[src/rtl/slowpwm_pkg.sv]
// ----------------------------------------------------------------------------
// slowpwm_pkg: shared types and constants for the slow PWM generator
// Field widths, command and register codes, reset values, FSM state types.
// ----------------------------------------------------------------------------
package slowpwm_pkg;

	localparam int TIME_BITS = 24;
	localparam int DUTY_BITS = 16;

	// command codes carried in s_tuser
	localparam logic [1:0] CMD_TICK  = 2'd0;
	localparam logic [1:0] CMD_START = 2'd1;
	localparam logic [1:0] CMD_STOP  = 2'd2;

	// configuration register indexes
	localparam logic [1:0] REG_RESOLUTION = 2'd0;
	localparam logic [1:0] REG_PERIOD     = 2'd1;
	localparam logic [1:0] REG_BUSY_MIN   = 2'd2;
	localparam logic [1:0] REG_BUSY_MAX   = 2'd3;

	// register reset values, truncated to the configured widths at the top level
	localparam int RST_RESOLUTION = 100;
	localparam int RST_PERIOD_MS  = 1000;
	localparam int RST_BUSY_MIN   = 0;
	localparam int RST_BUSY_MAX   = 1000;

	typedef enum logic [1:0] {
		ST_IDLE,
		ST_CALC,
		ST_CMP,
		ST_FIN
	} pwm_state_t;

	typedef enum logic [1:0] {
		MD_IDLE,
		MD_MUL,
		MD_DIV
	} md_state_t;

endpackage

[src/rtl/slowpwm_muldiv.sv]
// ----------------------------------------------------------------------------
// slowpwm_muldiv: bit-serial floor(mcand * mplier / divisor)
// Shift-add multiply, one multiplier bit a cycle, then restoring division,
// one quotient bit a cycle. Requires mplier <= divisor, so that the quotient
// fits in TIME_BITS and the top DUTY_BITS of the product stay below divisor.
// ----------------------------------------------------------------------------
module slowpwm_muldiv #(
	parameter int TIME_BITS = slowpwm_pkg::TIME_BITS,
	parameter int DUTY_BITS = slowpwm_pkg::DUTY_BITS
) (
	input  logic                 clk,
	input  logic                 arst_n,
	input  logic                 start,
	input  logic [TIME_BITS-1:0] mcand,
	input  logic [DUTY_BITS-1:0] mplier,
	input  logic [DUTY_BITS-1:0] divisor,
	output logic                 done,
	output logic [TIME_BITS-1:0] quot
);

	localparam int CNT_MAX = (TIME_BITS > DUTY_BITS) ? TIME_BITS : DUTY_BITS;
	localparam int CW      = $clog2(CNT_MAX);
	localparam int PW      = TIME_BITS + DUTY_BITS;

	slowpwm_pkg::md_state_t state_q;
	logic [CW-1:0]        cnt_q;
	logic [TIME_BITS-1:0] mcand_q;
	logic [DUTY_BITS-1:0] div_q;
	logic [TIME_BITS-1:0] hi_q;
	logic [DUTY_BITS-1:0] lo_q;
	logic [DUTY_BITS-1:0] rem_q;
	logic [TIME_BITS-1:0] qsh_q;
	logic                 done_q;

	logic [TIME_BITS:0]   sum;
	logic [PW-1:0]        prod_n;
	logic [DUTY_BITS:0]   rem_sh;
	logic                 ge;
	logic [DUTY_BITS:0]   rem_sub;

	always_comb begin
		sum     = {1'b0, hi_q} + (lo_q[0] ? {1'b0, mcand_q} : '0);
		prod_n  = {sum, lo_q[DUTY_BITS-1:1]};
		rem_sh  = {rem_q, qsh_q[TIME_BITS-1]};
		ge      = rem_sh >= {1'b0, div_q};
		rem_sub = rem_sh - {1'b0, div_q};
	end

	always_ff @(posedge clk or negedge arst_n) begin
		if (!arst_n) begin
			state_q <= slowpwm_pkg::MD_IDLE;
			cnt_q   <= '0;
			done_q  <= 1'b0;
		end else begin
			done_q <= 1'b0;
			unique case (state_q)
				slowpwm_pkg::MD_IDLE: begin
					if (start) begin
						state_q <= slowpwm_pkg::MD_MUL;
						cnt_q   <= CW'(DUTY_BITS - 1);
					end
				end
				slowpwm_pkg::MD_MUL: begin
					if (cnt_q == '0) begin
						state_q <= slowpwm_pkg::MD_DIV;
						cnt_q   <= CW'(TIME_BITS - 1);
					end else begin
						cnt_q <= cnt_q - 1'b1;
					end
				end
				slowpwm_pkg::MD_DIV: begin
					if (cnt_q == '0) begin
						state_q <= slowpwm_pkg::MD_IDLE;
						done_q  <= 1'b1;
					end else begin
						cnt_q <= cnt_q - 1'b1;
					end
				end
				default: state_q <= slowpwm_pkg::MD_IDLE;
			endcase
		end
	end

	// datapath
	always_ff @(posedge clk) begin
		unique case (state_q)
			slowpwm_pkg::MD_IDLE: begin
				if (start) begin
					mcand_q <= mcand;
					div_q   <= divisor;
					hi_q    <= '0;
					lo_q    <= mplier;
				end
			end
			slowpwm_pkg::MD_MUL: begin
				hi_q <= prod_n[PW-1:DUTY_BITS];
				lo_q <= prod_n[DUTY_BITS-1:0];
				if (cnt_q == '0) begin
					// top part of the product is already below the divisor
					rem_q <= prod_n[PW-1:TIME_BITS];
					qsh_q <= prod_n[TIME_BITS-1:0];
				end
			end
			slowpwm_pkg::MD_DIV: begin
				rem_q <= ge ? rem_sub[DUTY_BITS-1:0] : rem_sh[DUTY_BITS-1:0];
				qsh_q <= {qsh_q[TIME_BITS-2:0], ge};
			end
			default: ;
		endcase
	end

	assign done = done_q;
	assign quot = qsh_q;

endmodule

[src/rtl/slow_pwm_generator.sv]
// ----------------------------------------------------------------------------
// slow_pwm_generator: software-style PWM with minimum and maximum busy time
//
//   channel  dir  transfer carries
//   s_*      in   one command: tick, start or stop, with a duty request
//   m_*      out  one result per command: pin level, pin written, idle clipped
//   cfg_*    in   register write: resolution, period, busy min, busy max
//
// A command that leaves the duty unchanged goes from idle straight to the
// finish state; one that changes it passes through calc, held there by the
// bit-serial muldiv unit, then cmp. One command is in work at a time; a
// finished result sits in the output register while the next command enters.
// If that register is still full when a result is ready, the block holds.
// Reset restores register defaults and the idle phase; no clearing pass.
// ----------------------------------------------------------------------------
module slow_pwm_generator #(
	parameter int TIME_BITS = slowpwm_pkg::TIME_BITS,
	parameter int DUTY_BITS = slowpwm_pkg::DUTY_BITS
) (
	input  logic clk,
	input  logic arst_n,

	input  logic                               s_tvalid,
	output logic                               s_tready,
	// duty_request
	input  logic [((DUTY_BITS+7)/8)*8-1:0]     s_tdata,
	// cmd
	input  logic [1:0]                         s_tuser,

	output logic                               m_tvalid,
	input  logic                               m_tready,
	// pin_level, pin_written, delay_clipped, zero fill
	output logic [7:0]                         m_tdata,

	input  logic                               cfg_we,
	input  logic [1:0]                         cfg_index,
	input  logic [((TIME_BITS > DUTY_BITS) ? TIME_BITS : DUTY_BITS)-1:0] cfg_data
);

	localparam logic [DUTY_BITS-1:0] RST_RES  = DUTY_BITS'(slowpwm_pkg::RST_RESOLUTION);
	localparam logic [TIME_BITS-1:0] RST_PER  = TIME_BITS'(slowpwm_pkg::RST_PERIOD_MS);
	localparam logic [TIME_BITS-1:0] RST_MIN  = TIME_BITS'(slowpwm_pkg::RST_BUSY_MIN);
	localparam logic [TIME_BITS-1:0] RST_MAX  = TIME_BITS'(slowpwm_pkg::RST_BUSY_MAX);
	localparam logic [TIME_BITS-1:0] RST_IDLE = (RST_MIN > RST_PER) ? '0 : RST_PER - RST_MIN;

	// configuration registers
	logic [DUTY_BITS-1:0] res_q;
	logic [TIME_BITS-1:0] period_q;
	logic [TIME_BITS-1:0] min_q;
	logic [TIME_BITS-1:0] max_q;

	// PWM state
	slowpwm_pkg::pwm_state_t state_q, state_d;
	logic [1:0]           cmd_q;
	logic [DUTY_BITS-1:0] duty_q;
	logic [TIME_BITS-1:0] busy_q;
	logic [TIME_BITS-1:0] idle_q;
	logic [TIME_BITS-1:0] wait_q;
	logic                 phase_q;
	logic                 level_q;
	logic                 clip_q;
	logic                 span_ok_q;

	// output register
	logic                 m_valid_q;
	logic                 out_level_q;
	logic                 out_written_q;
	logic                 out_clip_q;

	logic                 accept;
	logic                 recompute;
	logic [DUTY_BITS-1:0] new_duty;
	logic                 span_ok;
	logic [TIME_BITS-1:0] mcand;
	logic                 md_start;
	logic                 md_done;
	logic [TIME_BITS-1:0] md_quot;
	logic                 out_free;
	logic                 fin_fire;

	logic [TIME_BITS-1:0] wait_n;
	logic                 phase_n;
	logic                 level_n;
	logic                 written_n;

	logic [DUTY_BITS-1:0] req;
	logic [1:0]           cmd;

	assign req    = s_tdata[DUTY_BITS-1:0];
	assign cmd    = s_tuser;
	assign accept = s_tvalid && s_tready;

	// duty take-up decision for the incoming command
	always_comb begin
		recompute = 1'b0;
		new_duty  = '0;
		unique case (cmd)
			slowpwm_pkg::CMD_TICK: begin
				recompute = req != duty_q;
				new_duty  = (req > res_q) ? res_q : req;
			end
			slowpwm_pkg::CMD_START: begin
				recompute = duty_q != '0;
			end
			default: ;
		endcase
		span_ok = (max_q > min_q) && (res_q != '0);
		mcand   = span_ok ? (max_q - min_q) : '0;
	end

	// next state
	always_comb begin
		state_d = state_q;
		unique case (state_q)
			slowpwm_pkg::ST_IDLE: begin
				if (accept)
					state_d = recompute ? slowpwm_pkg::ST_CALC : slowpwm_pkg::ST_FIN;
			end
			slowpwm_pkg::ST_CALC: begin
				if (md_done)
					state_d = slowpwm_pkg::ST_CMP;
			end
			slowpwm_pkg::ST_CMP: state_d = slowpwm_pkg::ST_FIN;
			slowpwm_pkg::ST_FIN: begin
				if (out_free)
					state_d = slowpwm_pkg::ST_IDLE;
			end
			default: state_d = slowpwm_pkg::ST_IDLE;
		endcase
	end

	// FSM outputs
	always_comb begin
		out_free = !m_valid_q || m_tready;
		s_tready = state_q == slowpwm_pkg::ST_IDLE;
		md_start = accept && recompute;
		fin_fire = (state_q == slowpwm_pkg::ST_FIN) && out_free;
	end

	// command effect on countdown, phase and pin
	always_comb begin
		wait_n    = wait_q;
		phase_n   = phase_q;
		level_n   = level_q;
		written_n = 1'b0;
		unique case (cmd_q)
			slowpwm_pkg::CMD_TICK: begin
				if (wait_q == '0) begin
					if (!phase_q) begin
						wait_n  = busy_q;
						phase_n = 1'b1;
						if (busy_q != '0) begin
							level_n   = 1'b1;
							written_n = 1'b1;
						end
					end else begin
						wait_n  = idle_q;
						phase_n = 1'b0;
						if (idle_q != '0) begin
							level_n   = 1'b0;
							written_n = 1'b1;
						end
					end
				end else begin
					wait_n = wait_q - 1'b1;
				end
			end
			slowpwm_pkg::CMD_START: begin
				wait_n  = '0;
				phase_n = 1'b0;
			end
			slowpwm_pkg::CMD_STOP: begin
				level_n   = 1'b0;
				written_n = 1'b1;
				phase_n   = 1'b0;
			end
			default: ;
		endcase
	end

	always_ff @(posedge clk or negedge arst_n) begin
		if (!arst_n) begin
			state_q   <= slowpwm_pkg::ST_IDLE;
			res_q     <= RST_RES;
			period_q  <= RST_PER;
			min_q     <= RST_MIN;
			max_q     <= RST_MAX;
			duty_q    <= '0;
			busy_q    <= RST_MIN;
			idle_q    <= RST_IDLE;
			wait_q    <= '0;
			phase_q   <= 1'b0;
			level_q   <= 1'b0;
			m_valid_q <= 1'b0;
		end else begin
			state_q <= state_d;

			if (cfg_we) begin
				unique case (cfg_index)
					slowpwm_pkg::REG_RESOLUTION: res_q    <= cfg_data[DUTY_BITS-1:0];
					slowpwm_pkg::REG_PERIOD:     period_q <= cfg_data[TIME_BITS-1:0];
					slowpwm_pkg::REG_BUSY_MIN:   min_q    <= cfg_data[TIME_BITS-1:0];
					slowpwm_pkg::REG_BUSY_MAX:   max_q    <= cfg_data[TIME_BITS-1:0];
					default: ;
				endcase
			end

			if (md_start)
				duty_q <= new_duty;

			if (state_q == slowpwm_pkg::ST_CALC && md_done)
				busy_q <= (span_ok_q ? md_quot : '0) + min_q;

			if (state_q == slowpwm_pkg::ST_CMP)
				idle_q <= (busy_q > period_q) ? '0 : period_q - busy_q;

			if (fin_fire) begin
				wait_q    <= wait_n;
				phase_q   <= phase_n;
				level_q   <= level_n;
				m_valid_q <= 1'b1;
			end else if (m_tready) begin
				m_valid_q <= 1'b0;
			end
		end
	end

	// payload registers
	always_ff @(posedge clk) begin
		if (accept) begin
			cmd_q     <= cmd;
			span_ok_q <= span_ok;
		end
		if (accept)
			clip_q <= 1'b0;
		else if (state_q == slowpwm_pkg::ST_CMP)
			clip_q <= busy_q > period_q;
		if (fin_fire) begin
			out_level_q   <= level_n;
			out_written_q <= written_n;
			out_clip_q    <= clip_q;
		end
	end

	slowpwm_muldiv #(
		.TIME_BITS(TIME_BITS),
		.DUTY_BITS(DUTY_BITS)
	) u_muldiv (
		.clk    (clk),
		.arst_n (arst_n),
		.start  (md_start),
		.mcand  (mcand),
		.mplier (new_duty),
		.divisor(res_q),
		.done   (md_done),
		.quot   (md_quot)
	);

	assign m_tvalid = m_valid_q;
	assign m_tdata  = {5'b0, out_clip_q, out_written_q, out_level_q};

endmodule

[config.mk]
export PLATFORM = sky130hd
export DESIGN_NAME = slow_pwm_generator
export DESIGN_NICKNAME = d
export VERILOG_FILES = /design/src/rtl/slowpwm_pkg.sv /design/src/rtl/slowpwm_muldiv.sv /design/src/rtl/slow_pwm_generator.sv
export SDC_FILE = /design/constraint.sdc
export NUM_CORES = 1
export LEC_CHECK = 0
export ABC_CLOCK_PERIOD_IN_PS = 10800
export BUFFER_PORTS_ARGS = -buffer_cell sky130_fd_sc_hd__buf_2
export CAP_MARGIN = 40
export CORE_UTILIZATION = 47
export CTS_BUF_LIST = sky130_fd_sc_hd__clkbuf_8
export DETAILED_ROUTE_END_ITERATION = 6
export PLACE_DENSITY = 0.72
export SLEW_MARGIN = 20
export SYNTH_ARGS = -nofsm -noshare
export SYNTH_HDL_FRONTEND = slang
export SYNTH_SLANG_ARGS = --single-unit
[constraint.sdc]
create_clock -name clk -period 10.8 [get_ports clk]
set_clock_uncertainty 0.05 [all_clocks]
set_input_delay 1.08 -clock clk [delete_from_list [all_inputs] [get_ports clk]]
set_output_delay 1.08 -clock clk [all_outputs]
set_load 0.01 [all_outputs]
After elaboration in Yosys (flattened, before gate mapping)
Index checks and enable logic that the tools add are counted.
{"block": "totals", "reg_bits": 316, "input_bits": 49, "output_inout_bits": 10, "word_cells": 143}
{"block": "classes", "addsub": 7, "magnitude_cmp": 4, "eq_ne": 20, "muxes": 48, "n_reduce_logical": 37}
{"operator": "24-bit 2-to-1 mux", "count": 7}
{"operator": "24-bit case mux with 2 select lines", "count": 3}
{"operator": "16-bit 2-to-1 mux", "count": 5}
{"operator": "16-bit case mux with 2 select lines", "count": 2}
{"operator": "24-bit > comparator", "count": 2}
{"operator": "24-bit nonzero test", "count": 2}
{"operator": "24-bit subtractor", "count": 2}
{"operator": "16-bit nonzero test", "count": 2}
{"operator": "24-bit by 25-bit adder with 25-bit output", "count": 1}
{"operator": "24-bit adder", "count": 1}
{"operator": "24-bit zero test", "count": 1}
{"operator": "24-bit by 1-bit subtractor with 24-bit output, second input constant", "count": 1}
{"operator": "17-bit by 16-bit greater-or-equal comparator with 1-bit output", "count": 1}
{"operator": "16-bit > comparator", "count": 1}
{"operator": "16-bit inequality test", "count": 1}
{"operator": "2-bit AND reduction", "count": 8}
{"operator": "16-bit subtractor", "count": 1}
{"operator": "5-bit 2-to-1 mux", "count": 3}
{"operator": "5-bit case mux with 3 select lines", "count": 1}
{"operator": "1-bit 2-to-1 mux", "count": 14}
{"operator": "2-bit 2-to-1 mux", "count": 7}
{"operator": "2-bit == test, second input constant", "count": 6}
{"operator": "3-bit AND reduction", "count": 4}
{"operator": "2-bit by 1-bit == test with 1-bit output, second input constant", "count": 5}
{"operator": "other kinds (14)", "count": 35}

Logic depth before layout (Yosys ltp)
Gate-level depths: netlist (run 1).
{"block": "depth", "depth_word": 5, "mapped_depth": 13, "depth_no_buf": 12}

By module
From an unflattened synthesis (run 1), not the netlist that was laid out.
{"block": "unflattened", "hier_cells": 2074, "area_unflattened_um2": 20248.2}
{"mod": "slow_pwm_generator", "instances": 1, "cells_per_inst": 1452, "area_each_um2": 13027.5, "seq_area_each_um2": 4755.8}
{"mod": "slowpwm_muldiv", "instances": 1, "cells_per_inst": 622, "area_each_um2": 7220.7, "seq_area_each_um2": 3803.6}

Least setup slack after synthesis (run 1)
OpenSTA, ideal clock, no wires.
{"block": "synth_timing", "path_kind": "input port to flip-flop", "start": "input s_tdata[14]", "end": "register u_muldiv.hi_q[0], enable pin", "setup_ps": 446, "arrival_time_ps": 4249, "t_required_ps": 10304, "slack_ps": 6055, "stages": 7, "n_path_buf": 0, "path_cell_list": "xnor2_1 nand4_1 nor4_1 a211o_1 nor2_1 and2_1 o21bai_1"}
{"block": "synth_via", "elab_chain_cells": 5}
{"element": "from (decl)", "line_no": "slow_pwm_generator.sv:26", "text": "input logic [((DUTY_BITS+7)/8)*8-1:0] s_tdata,"}
{"element": "16-bit inequality test", "line_no": "slow_pwm_generator.sv:99", "text": "recompute = req != duty_q;"}
{"element": "1-bit case mux with 2 select lines", "line_no": "slow_pwm_generator.sv:97", "text": "unique case (cmd)"}
{"element": "1-bit logical AND", "line_no": "slow_pwm_generator.sv:136", "text": "md_start = accept && recompute;"}
{"element": "2-bit inequality test (no source line)"}
{"element": "2-bit AND reduction (no source line)"}
{"element": "to (signal assigned)", "line_no": "slowpwm_muldiv.sv:96", "text": "hi_q <= prod_n[PW-1:DUTY_BITS];"}
{"element": "to (decl)", "line_no": "slowpwm_muldiv.sv:29", "text": "logic [TIME_BITS-1:0] hi_q;"}
No other way between the ends.
A chain may end at the register's enable or synchronous reset.

Worst setup path after layout (run 1)
{"block": "layout_timing", "start": "register u_muldiv.lo_q[0]", "end": "register u_muldiv.rem_q[15] (data pin)"}
{"block": "layout_via", "elab_chain_cells": 4}
{"element": "from (decl)", "line_no": "slowpwm_muldiv.sv:30", "text": "logic [DUTY_BITS-1:0] lo_q;"}
{"element": "from (signal assigned)", "line_no": "slowpwm_muldiv.sv:92", "text": "lo_q <= mplier;"}
{"element": "from (signal assigned)", "line_no": "slowpwm_muldiv.sv:97", "text": "lo_q <= prod_n[DUTY_BITS-1:0];"}
{"element": "24-bit 2-to-1 mux", "line_no": "slowpwm_muldiv.sv:42", "text": "sum = {1'b0, hi_q} + (lo_q[0] ? {1'b0, mcand_q} : '0);"}
{"element": "24-bit by 25-bit adder with 25-bit output", "line_no": "slowpwm_muldiv.sv:42"}
{"element": "16-bit 2-to-1 mux", "line_no": "slowpwm_muldiv.sv:98", "text": "if (cnt_q == '0) begin"}
{"element": "16-bit case mux with 2 select lines", "line_no": "slowpwm_muldiv.sv:86", "text": "unique case (state_q)"}
{"element": "to (signal assigned)", "line_no": "slowpwm_muldiv.sv:100", "text": "rem_q <= prod_n[PW-1:TIME_BITS];"}
{"element": "to (signal assigned)", "line_no": "slowpwm_muldiv.sv:105", "text": "rem_q <= ge ? rem_sub[DUTY_BITS-1:0] : rem_sh[DUTY_BITS-1:0];"}
{"element": "to (decl)", "line_no": "slowpwm_muldiv.sv:31", "text": "logic [DUTY_BITS-1:0] rem_q;"}
No other way between the ends. The select of a mux whose other input is x is not followed.

==> results of run 1 <==
## path summary, 6_finish.rpt
| path | to | slack [ns] | cells after the start |
|---|---|---|---|
| hold / removal | wait_q[0] | 0.37 | 1 |
| setup reg to reg | u_muldiv.rem_q[15] | 6.66 | 12 |
| max in group asynchronous | period_q[8] | 8.86 | 4 |
| hold reg to reg | wait_q[23] | 0.43 | 2 |
| min in group clk | wait_q[23] | 0.43 | 2 |
| setup / recovery | u_muldiv.rem_q[15] | 6.66 | 12 |
## flip-flops by register name, indices dropped and copies added (netlist names), 24 cells and up
signal            flops
busy_q               24
idle_q               24
max_q                24
min_q                24
period_q             24
u_muldiv.hi_q        24
u_muldiv.mcand_q     24
u_muldiv.quot        24
wait_q               24
## cells in the final DEF (no fill, tap or decap), drive strengths merged, types with 13 or more instances in the layout
cell       n
o2bb2ai   13
nor3      48
mux2i     32
xor2      45
o21bai    14
and2      63
ha       141
clkinv    16
nor2     149
a21oi    123
xnor2     58
edfxtp   126
nand2b    13
or3       14
a211oi    17
nand4     17
mux2     114
clkbuf    64
dfrtp    168
buf       76
dfstp     21
nor4      30
o21a      23
and3      13
a21o      46
o31ai     28
o21ai    174
inv      147
nand3     26
nor2b     17
nand2    172
## power by group
| part | total [uW] | switching (uW) | leakage, uW | internal [uW] |
|---|---|---|---|---|
| Combinational | 2380 | 1400 | 0.00529 | 981 |
| Clock | 1170 | 516 | 0.000668 | 655 |
| Sequential | 1870 | 244 | 0.00351 | 1620 |
## routing by layer
metal,vias to the layer above,wire length [um],global-route usage,part of all wire
li1,7380,-,-,-
met1,7486,22100,0.314,0.45
met2,466,22800,0.367,0.46
met3,109,2610,0.0297,0.053
met4,2,1710,0.0888,0.035
met5,-,9,0,0.00018
## worst max-delay path, stage by stage (launching register included)
cell,delay [ns]
edfxtp_1,0.66
and2_1,0.27
ha_1,0.24
fa_1,0.46
a211oi_1,0.33
o21a_1,0.19
nor3_1,0.06
o31a_1,0.37
o21ai_1,0.29
o21ai_0,0.22
a221o_1,0.39
a21oi_1,0.22
a21boi_1,0.09
## area by class of cell
type	instances	area [sq um]	share of cell area
clock buffer	63	867	0.0396
tap	532	666	0.0304
inverter	130	488	0.0223
timing repair buffer	77	539	0.0246
clock inverter	38	308	0.0140
sequential	316	8560	0.391
multi-input combinational	1498	10500	0.479
## per-stage QoR
| stage | instances | instance area, sq um | hold WS (ns) | util | setup WS [ns] |
|---|---|---|---|---|---|
| 2_1_floorplan | 2021 | 19900 | 0.359 | - | 6.05 |
| 3_3_place_gp | 2542 | 20600 | 0.406 | 0.499 | 6.46 |
| 3_5_place_dp | 2551 | 20700 | 0.414 | 0.503 | 6.74 |
| 4_1_cts | 2652 | 21900 | 0.342 | 0.531 | 6.68 |
| 5_1_grt | 2654 | 21900 | 0.379 | 0.532 | 6.38 |
| 6_report | 2654 | 21900 | 0.367 | 0.532 | 6.66 |
## cell families after synthesis
kind of cell | count (synthesis) | share of synthesized area
mux | 146 | 0.0809
xor+xnor | 103 | 0.0455
buf+inv | 207 | 0.0423
other cells | 1 | 0.000189
compound gates | 507 | 0.162
fa+ha+maj | 146 | 0.0940
flops | 316 | 0.432
simple gates | 591 | 0.144
==> reports/qor.csv, run 1 <==
stage,metric,value,unit
run_status,outcome,completed,
finish,diode count,0,
finish,area growth from synthesis to layout,10.5,%
yosys,most instantiated cells after synthesis,"nand2_1 (172), o21ai_0 (169), dfrtp_1 (168)",
yosys,dominant cell by count in the synthesized netlist,nand2_1,
sta,f_max,242,MHz
clock_network,CTS tree,built,
flow_run,# Max-Cap Violations,0,
worst_setup_path,critical path class,reg2reg,
global_route,GRT Util Overall,0.228,
route,drt drc,0,
clock_network,# Post-CTS Setup Buffers,0,
yosys,Netlist cell types,80,
route,Iter 0 DRT Violations,1199,
worst_setup_path,CP max FO,24,
placed_design,Placer Congestion,0.911,
route,Detailed Route WL,49.3,mm
power,Design Power,5420,uW
route,post-route ant nets,0,
global_route,first-pass GRT wire length,79.3,mm
clock_network,CTS H-tree lvls,2,
worst_setup_path,Worst EP arrival,4.43,ns
placed_design,Port Buffers,53,
worst_setup_path,"Req. time, crit path",11.09,ns
route,WL/cell,18.6,um
sta,final max-slew violation count,0,
global_route,number of global-route vias before repair,15100,
global_route,largest net degree at the start of global routing,70,
yosys,Synth Instances,2017,
die,Core Area,41200,sq um
worst_hold_path,Hold Path Class,in2async,
route,via/cell ratio,5.82,
yosys,"FFs w/ async S/R, synth",0.598,
clock_network,hold buffers post-CTS,0,
global_route,initial antenna violation count,1,
sta,final worst-path cycle share,0.383,
sta,Slew HR,0.485,
sta,setup repair after global routing missed its margin,false,
sta,setup TNS,0,ns
clock_network,CTS root buf,clkbuf_8,
sta,Slew @ Worst Pin,0.766,ns
yosys,Mean Syn Cell Area,9.83,sq um
die,Initial Utilization,0.481,
sta,"Hold Vio Cnt, Final",0,
die,Placement Rows,74,
worst_setup_path,crit start category,flop,
die,Die Ht,207,um
yosys,YS warnings,0,
route,via count,15400,
yosys,post-synth top area share,0.212,
worst_setup_path,Worst setup startpoint,u_muldiv.lo_q[0],
clock_network,maximum clock path buffer count,3,
finish,fin nets,2272,
placed_design,DP Wirelength,37.6,mm
power,Leakage,0.00946,uW
finish,share of cells above drive strength 1,0.150,
worst_setup_path,Setup crit end kind,flop,
yosys,post-synthesis cell area,19800,sq um
sta,Final Setup Violations,0,
clock_network,clock-pin slew on the worst setup and hold paths,0.07,ns
die,io pins,59,
yosys,largest cells by area after synthesis,"dfrtp_1 (21%), edfxtp_1 (19%), ha_1 (8.9%)",
finish,# fillers,3601,
clock_network,worst skew pair latency,0.63,ns
yosys,#FFs+latches synth,316,
sta,Tmin final,4.14,ns
yosys,sequential share of the synthesized area,0.432,
yosys,"Primary FF master, synth",dfrtp_1,
worst_setup_path,Critical R2R Launch,u_muldiv.lo_q[0],
clock_network,TritonCTS buffer count,54,
yosys,Post-synth EDFFs,126,
route,DR pass1 iterations,5,
die,die area,43000,sq um
power,pwr/cell area,247,nW/um^2
clock_network,clk sinks,316,
yosys,post-synth top area cell,dfrtp_1,
die,DIE WIDTH,207,um
clock_network,PostCTS Resize Cnt,0,
power,Peak VDD IR,146,uV
global_route,GRT Residual Overflow,0,
Note: power is estimated with default switching activity, not from simulation.
==> inputs of run 2 (changes only) <==
ABC_AREA = 1   (was unset)
ABC_CLOCK_PERIOD_IN_PS = 3750   (was 10800)
PLACE_DENSITY = 0.74   (was 0.72)
clock period = 3.75 ns   (was 10.8 ns; I/O delays follow)
==> reports/qor.csv, run 2 <==
stage,metric,value,unit
clock_network,# Post-CTS Setup Buffers,0,
yosys,Synth Instances,2998,
worst_setup_path,"Req. time, crit path",4.05,ns
sta,setup repair after global routing missed its margin,false,
route,drt drc,0,
worst_setup_path,CP max-delay cell,dfrtp_1,
clock_network,hold buffers post-CTS,18,
worst_setup_path,CP max FO,29,
placed_design,Port Buffers,53,
route,via/cell ratio,5.37,
finish,fin nets,3275,
global_route,first-pass GRT wire length,103,mm
worst_setup_path,Worst setup startpoint,state_q[0],
route,WL/cell,17.3,um
run_status,outcome,completed,
sta,Tmin final,2.95,ns
global_route,GRT Util Overall,0.275,
yosys,Mean Syn Cell Area,7.34,sq um
global_route,GRT Residual Overflow,0,
yosys,post-synth top area cell,dfrtp_1,
clock_network,worst skew pair latency,0.66,ns
finish,# fillers,4420,
sta,setup TNS,0,ns
die,DIE WIDTH,218,um
yosys,largest cells by area after synthesis,"dfrtp_1 (19%), edfxtp_1 (17%), nand2_1 (16%)",
worst_setup_path,critical path class,reg2reg,
yosys,"FFs w/ async S/R, synth",0.598,
power,sequential cell fraction of total power,0.324,
finish,"commonest non-fill, non-tap cell in the layout",nand2_1,
worst_setup_path,crit start category,flop,
worst_setup_path,worst path bufs/invs,5,
worst_setup_path,Setup crit end kind,flop,
finish,area growth from synthesis to layout,10.4,%
sta,final max-slew violation count,0,
clock_network,CTS root buf,clkbuf_8,
worst_hold_path,Hold Path Class,in2reg,
clock_network,CTS H-tree lvls,2,
clock_network,PostCTS Resize Cnt,0,
die,io pins,59,
power,Leakage,0.0121,uW
yosys,post-synth top area share,0.191,
route,post-route ant nets,0,
finish,"commonest non-fill, non-tap cells in the layout","nand2_1 (916), inv_1 (398), nor2_1 (234), o21ai_0 (220), nand3_1 (189)",
die,die area,47700,sq um
placed_design,Inst Count DP,3607,
sta,"Hold Vio Cnt, Final",0,
power,pwr/cell area,737,nW/um^2
yosys,sequential share of the synthesized area,0.389,
clock_network,maximum clock path buffer count,3,
sta,Final Setup Violations,0,
clock_network,clock-pin slew on the worst setup and hold paths,0.07,ns
finish,Reg area,8560,sq um
yosys,Netlist cell types,54,
clock_network,clk sinks,316,
sta,Slew @ Worst Pin,0.682,ns
global_route,largest net degree at the start of global routing,104,
clock_network,TritonCTS buffer count,52,
clock_network,CTS tree,built,
worst_setup_path,Worst path max stage delay,0.40,ns
flow_run,# Max-Cap Violations,0,
die,Initial Utilization,0.481,
route,via count,20000,
die,Core Area,45800,sq um
yosys,most instantiated cells after synthesis,"nand2_1 (916), inv_1 (386), nor2_1 (237)",
worst_setup_path,Crit path max-delay family,simple AND/OR/NAND/NOR gates,
route,DR pass1 iterations,6,
finish,Post-Layout Cell Count,3725,
power,Switching Share,0.457,
power,Gate power share,0.492,
power,Int Power,9730,uW
die,Placement Rows,78,
die,Die Ht,218,um
yosys,dominant cell by count in the synthesized netlist,nand2_1,
global_route,initial antenna violation count,1,
yosys,#FFs+latches synth,316,
finish,share of cells above drive strength 1,0.0906,
placed_design,DP Wirelength,50.6,mm
worst_hold_path,hold path start,cfg_data[10],
sta,final worst-path cycle share,0.787,
worst_setup_path,Worst EP arrival,3.25,ns
global_route,number of global-route vias before repair,19000,
yosys,"Primary FF master, synth",dfrtp_1,
power,clock share of power,0.184,
power,Switch Pwr,8180,uW
worst_setup_path,cell with the most instances on the worst path,inv_1,
yosys,Post-synth EDFFs,126,
yosys,YS warnings,0,
power,Peak VDD IR,445,uV
finish,Multi-input gate area,11600,sq um
worst_setup_path,Critical R2R Launch,state_q[0],
route,Detailed Route WL,64.3,mm
route,Iter 0 DRT Violations,1781,
sta,f_max,339,MHz
worst_setup_path,"Critical Path, Cell by Cell","inv_1, ha_1, inv_1, nor2_1, nand2_1, inv_1, nand3_2, buf_4, nand2_2, o21a_2, buf_12",
placed_design,Placer Congestion,0.991,
sta,Slew HR,0.545,
yosys,post-synthesis cell area,22000,sq um
-- run 2: cell types whose count changed after synthesis, sizes merged, moves of 51 or more --
| cell | change |
|---|---|
| mux2 | -114 |
| inv | +267 |
| nand3 | +173 |
| nor2 | +102 |
| o21ai | +69 |
| nand2 | +771 |
| and2 | -51 |
-- run 2: per-layer routing --
layer  track usage  up-vias  routed length [um]
met5             0        -                  13
met2         0.429      651               28500
met3        0.0369      140                4050
met4         0.103        2                2310
li1              -     9950                   -
met1         0.387     9251               29500
-- run 2: power groups by stage --
| stage | Clock [uW] | Combinational, uW | Sequential (uW) |
|---|---|---|---|
| floorplan | 0 | 6540 | 5490 |
| global placement | 0 | 8540 | 5830 |
| detailed placement | 0 | 8660 | 5830 |
| CTS | 3350 | 8720 | 5780 |
| global route | 3500 | 9910 | 5900 |
| finish | 3300 | 8810 | 5800 |
-- run 2: final cells by class --
| cell class | instances | area share |
|---|---|---|
| timing repair buffer | 100 | 0.0313 |
| clock buffer | 62 | 0.0351 |
| clock inverter | 36 | 0.0113 |
| tap | 600 | 0.0309 |
| sequential | 316 | 0.352 |
| multi-input combinational | 2213 | 0.478 |
| antenna | 1 | 0.000103 |
| inverter | 397 | 0.0613 |
-- run 2: cells by family (layout without fill, tap and decap cells) --
kind of cell	after synthesis	after routing	share of synthesized area
flip-flops	316	316	0.389
adder cells (fa/ha/maj)	146	146	0.0847
XOR/XNOR	72	72	0.0286
AO/OA/AOI/OAI	461	461	0.115
AND/OR/NAND/NOR	1529	1529	0.297
other	1	6	0.000170
buffers and inverters	473	595	0.0856
-- run 2: worst register-to-register path: stages, from the launching register on --
cell     delay, ns
dfrtp_1       0.40
inv_1         0.10
ha_1          0.24
inv_1         0.08
nor2_1        0.40
nand2_1       0.15
inv_1         0.09
nand3_2       0.07
buf_4         0.23
nand2_2       0.19
o21a_2        0.39
buf_12        0.25
-- run 2: worst paths after layout --
path                                     end  slack, ns  cells past startpoint
min in group asynchronous       period_q[12]       0.13                      2
min reg2reg                        duty_q[8]       0.44                      2
min                                res_q[10]       0.03                      3
max                        u_muldiv.lo_q[15]       0.80                     11
max reg2reg                u_muldiv.lo_q[15]       0.80                     11
max in group asynchronous           res_q[2]       2.83                      3
-- run 2: per-stage QoR --
step / instance area (sq um) / hold slack (ns) / utilization / power (uW) / setup WS (ns)
global route: 24300 / 0.0402 / 0.531 / 19300 / 0.550
CTS: 24300 / 0.00617 / 0.530 / 17800 / 0.833
finish: 24300 / 0.0330 / 0.531 / 17900 / 0.798
floorplan: 22000 / 0.0294 / - / 12000 / 0.342
global placement: 22900 / 0.415 / 0.500 / 14400 / 0.605
detailed placement: 23000 / 0.416 / 0.502 / 14500 / 0.858
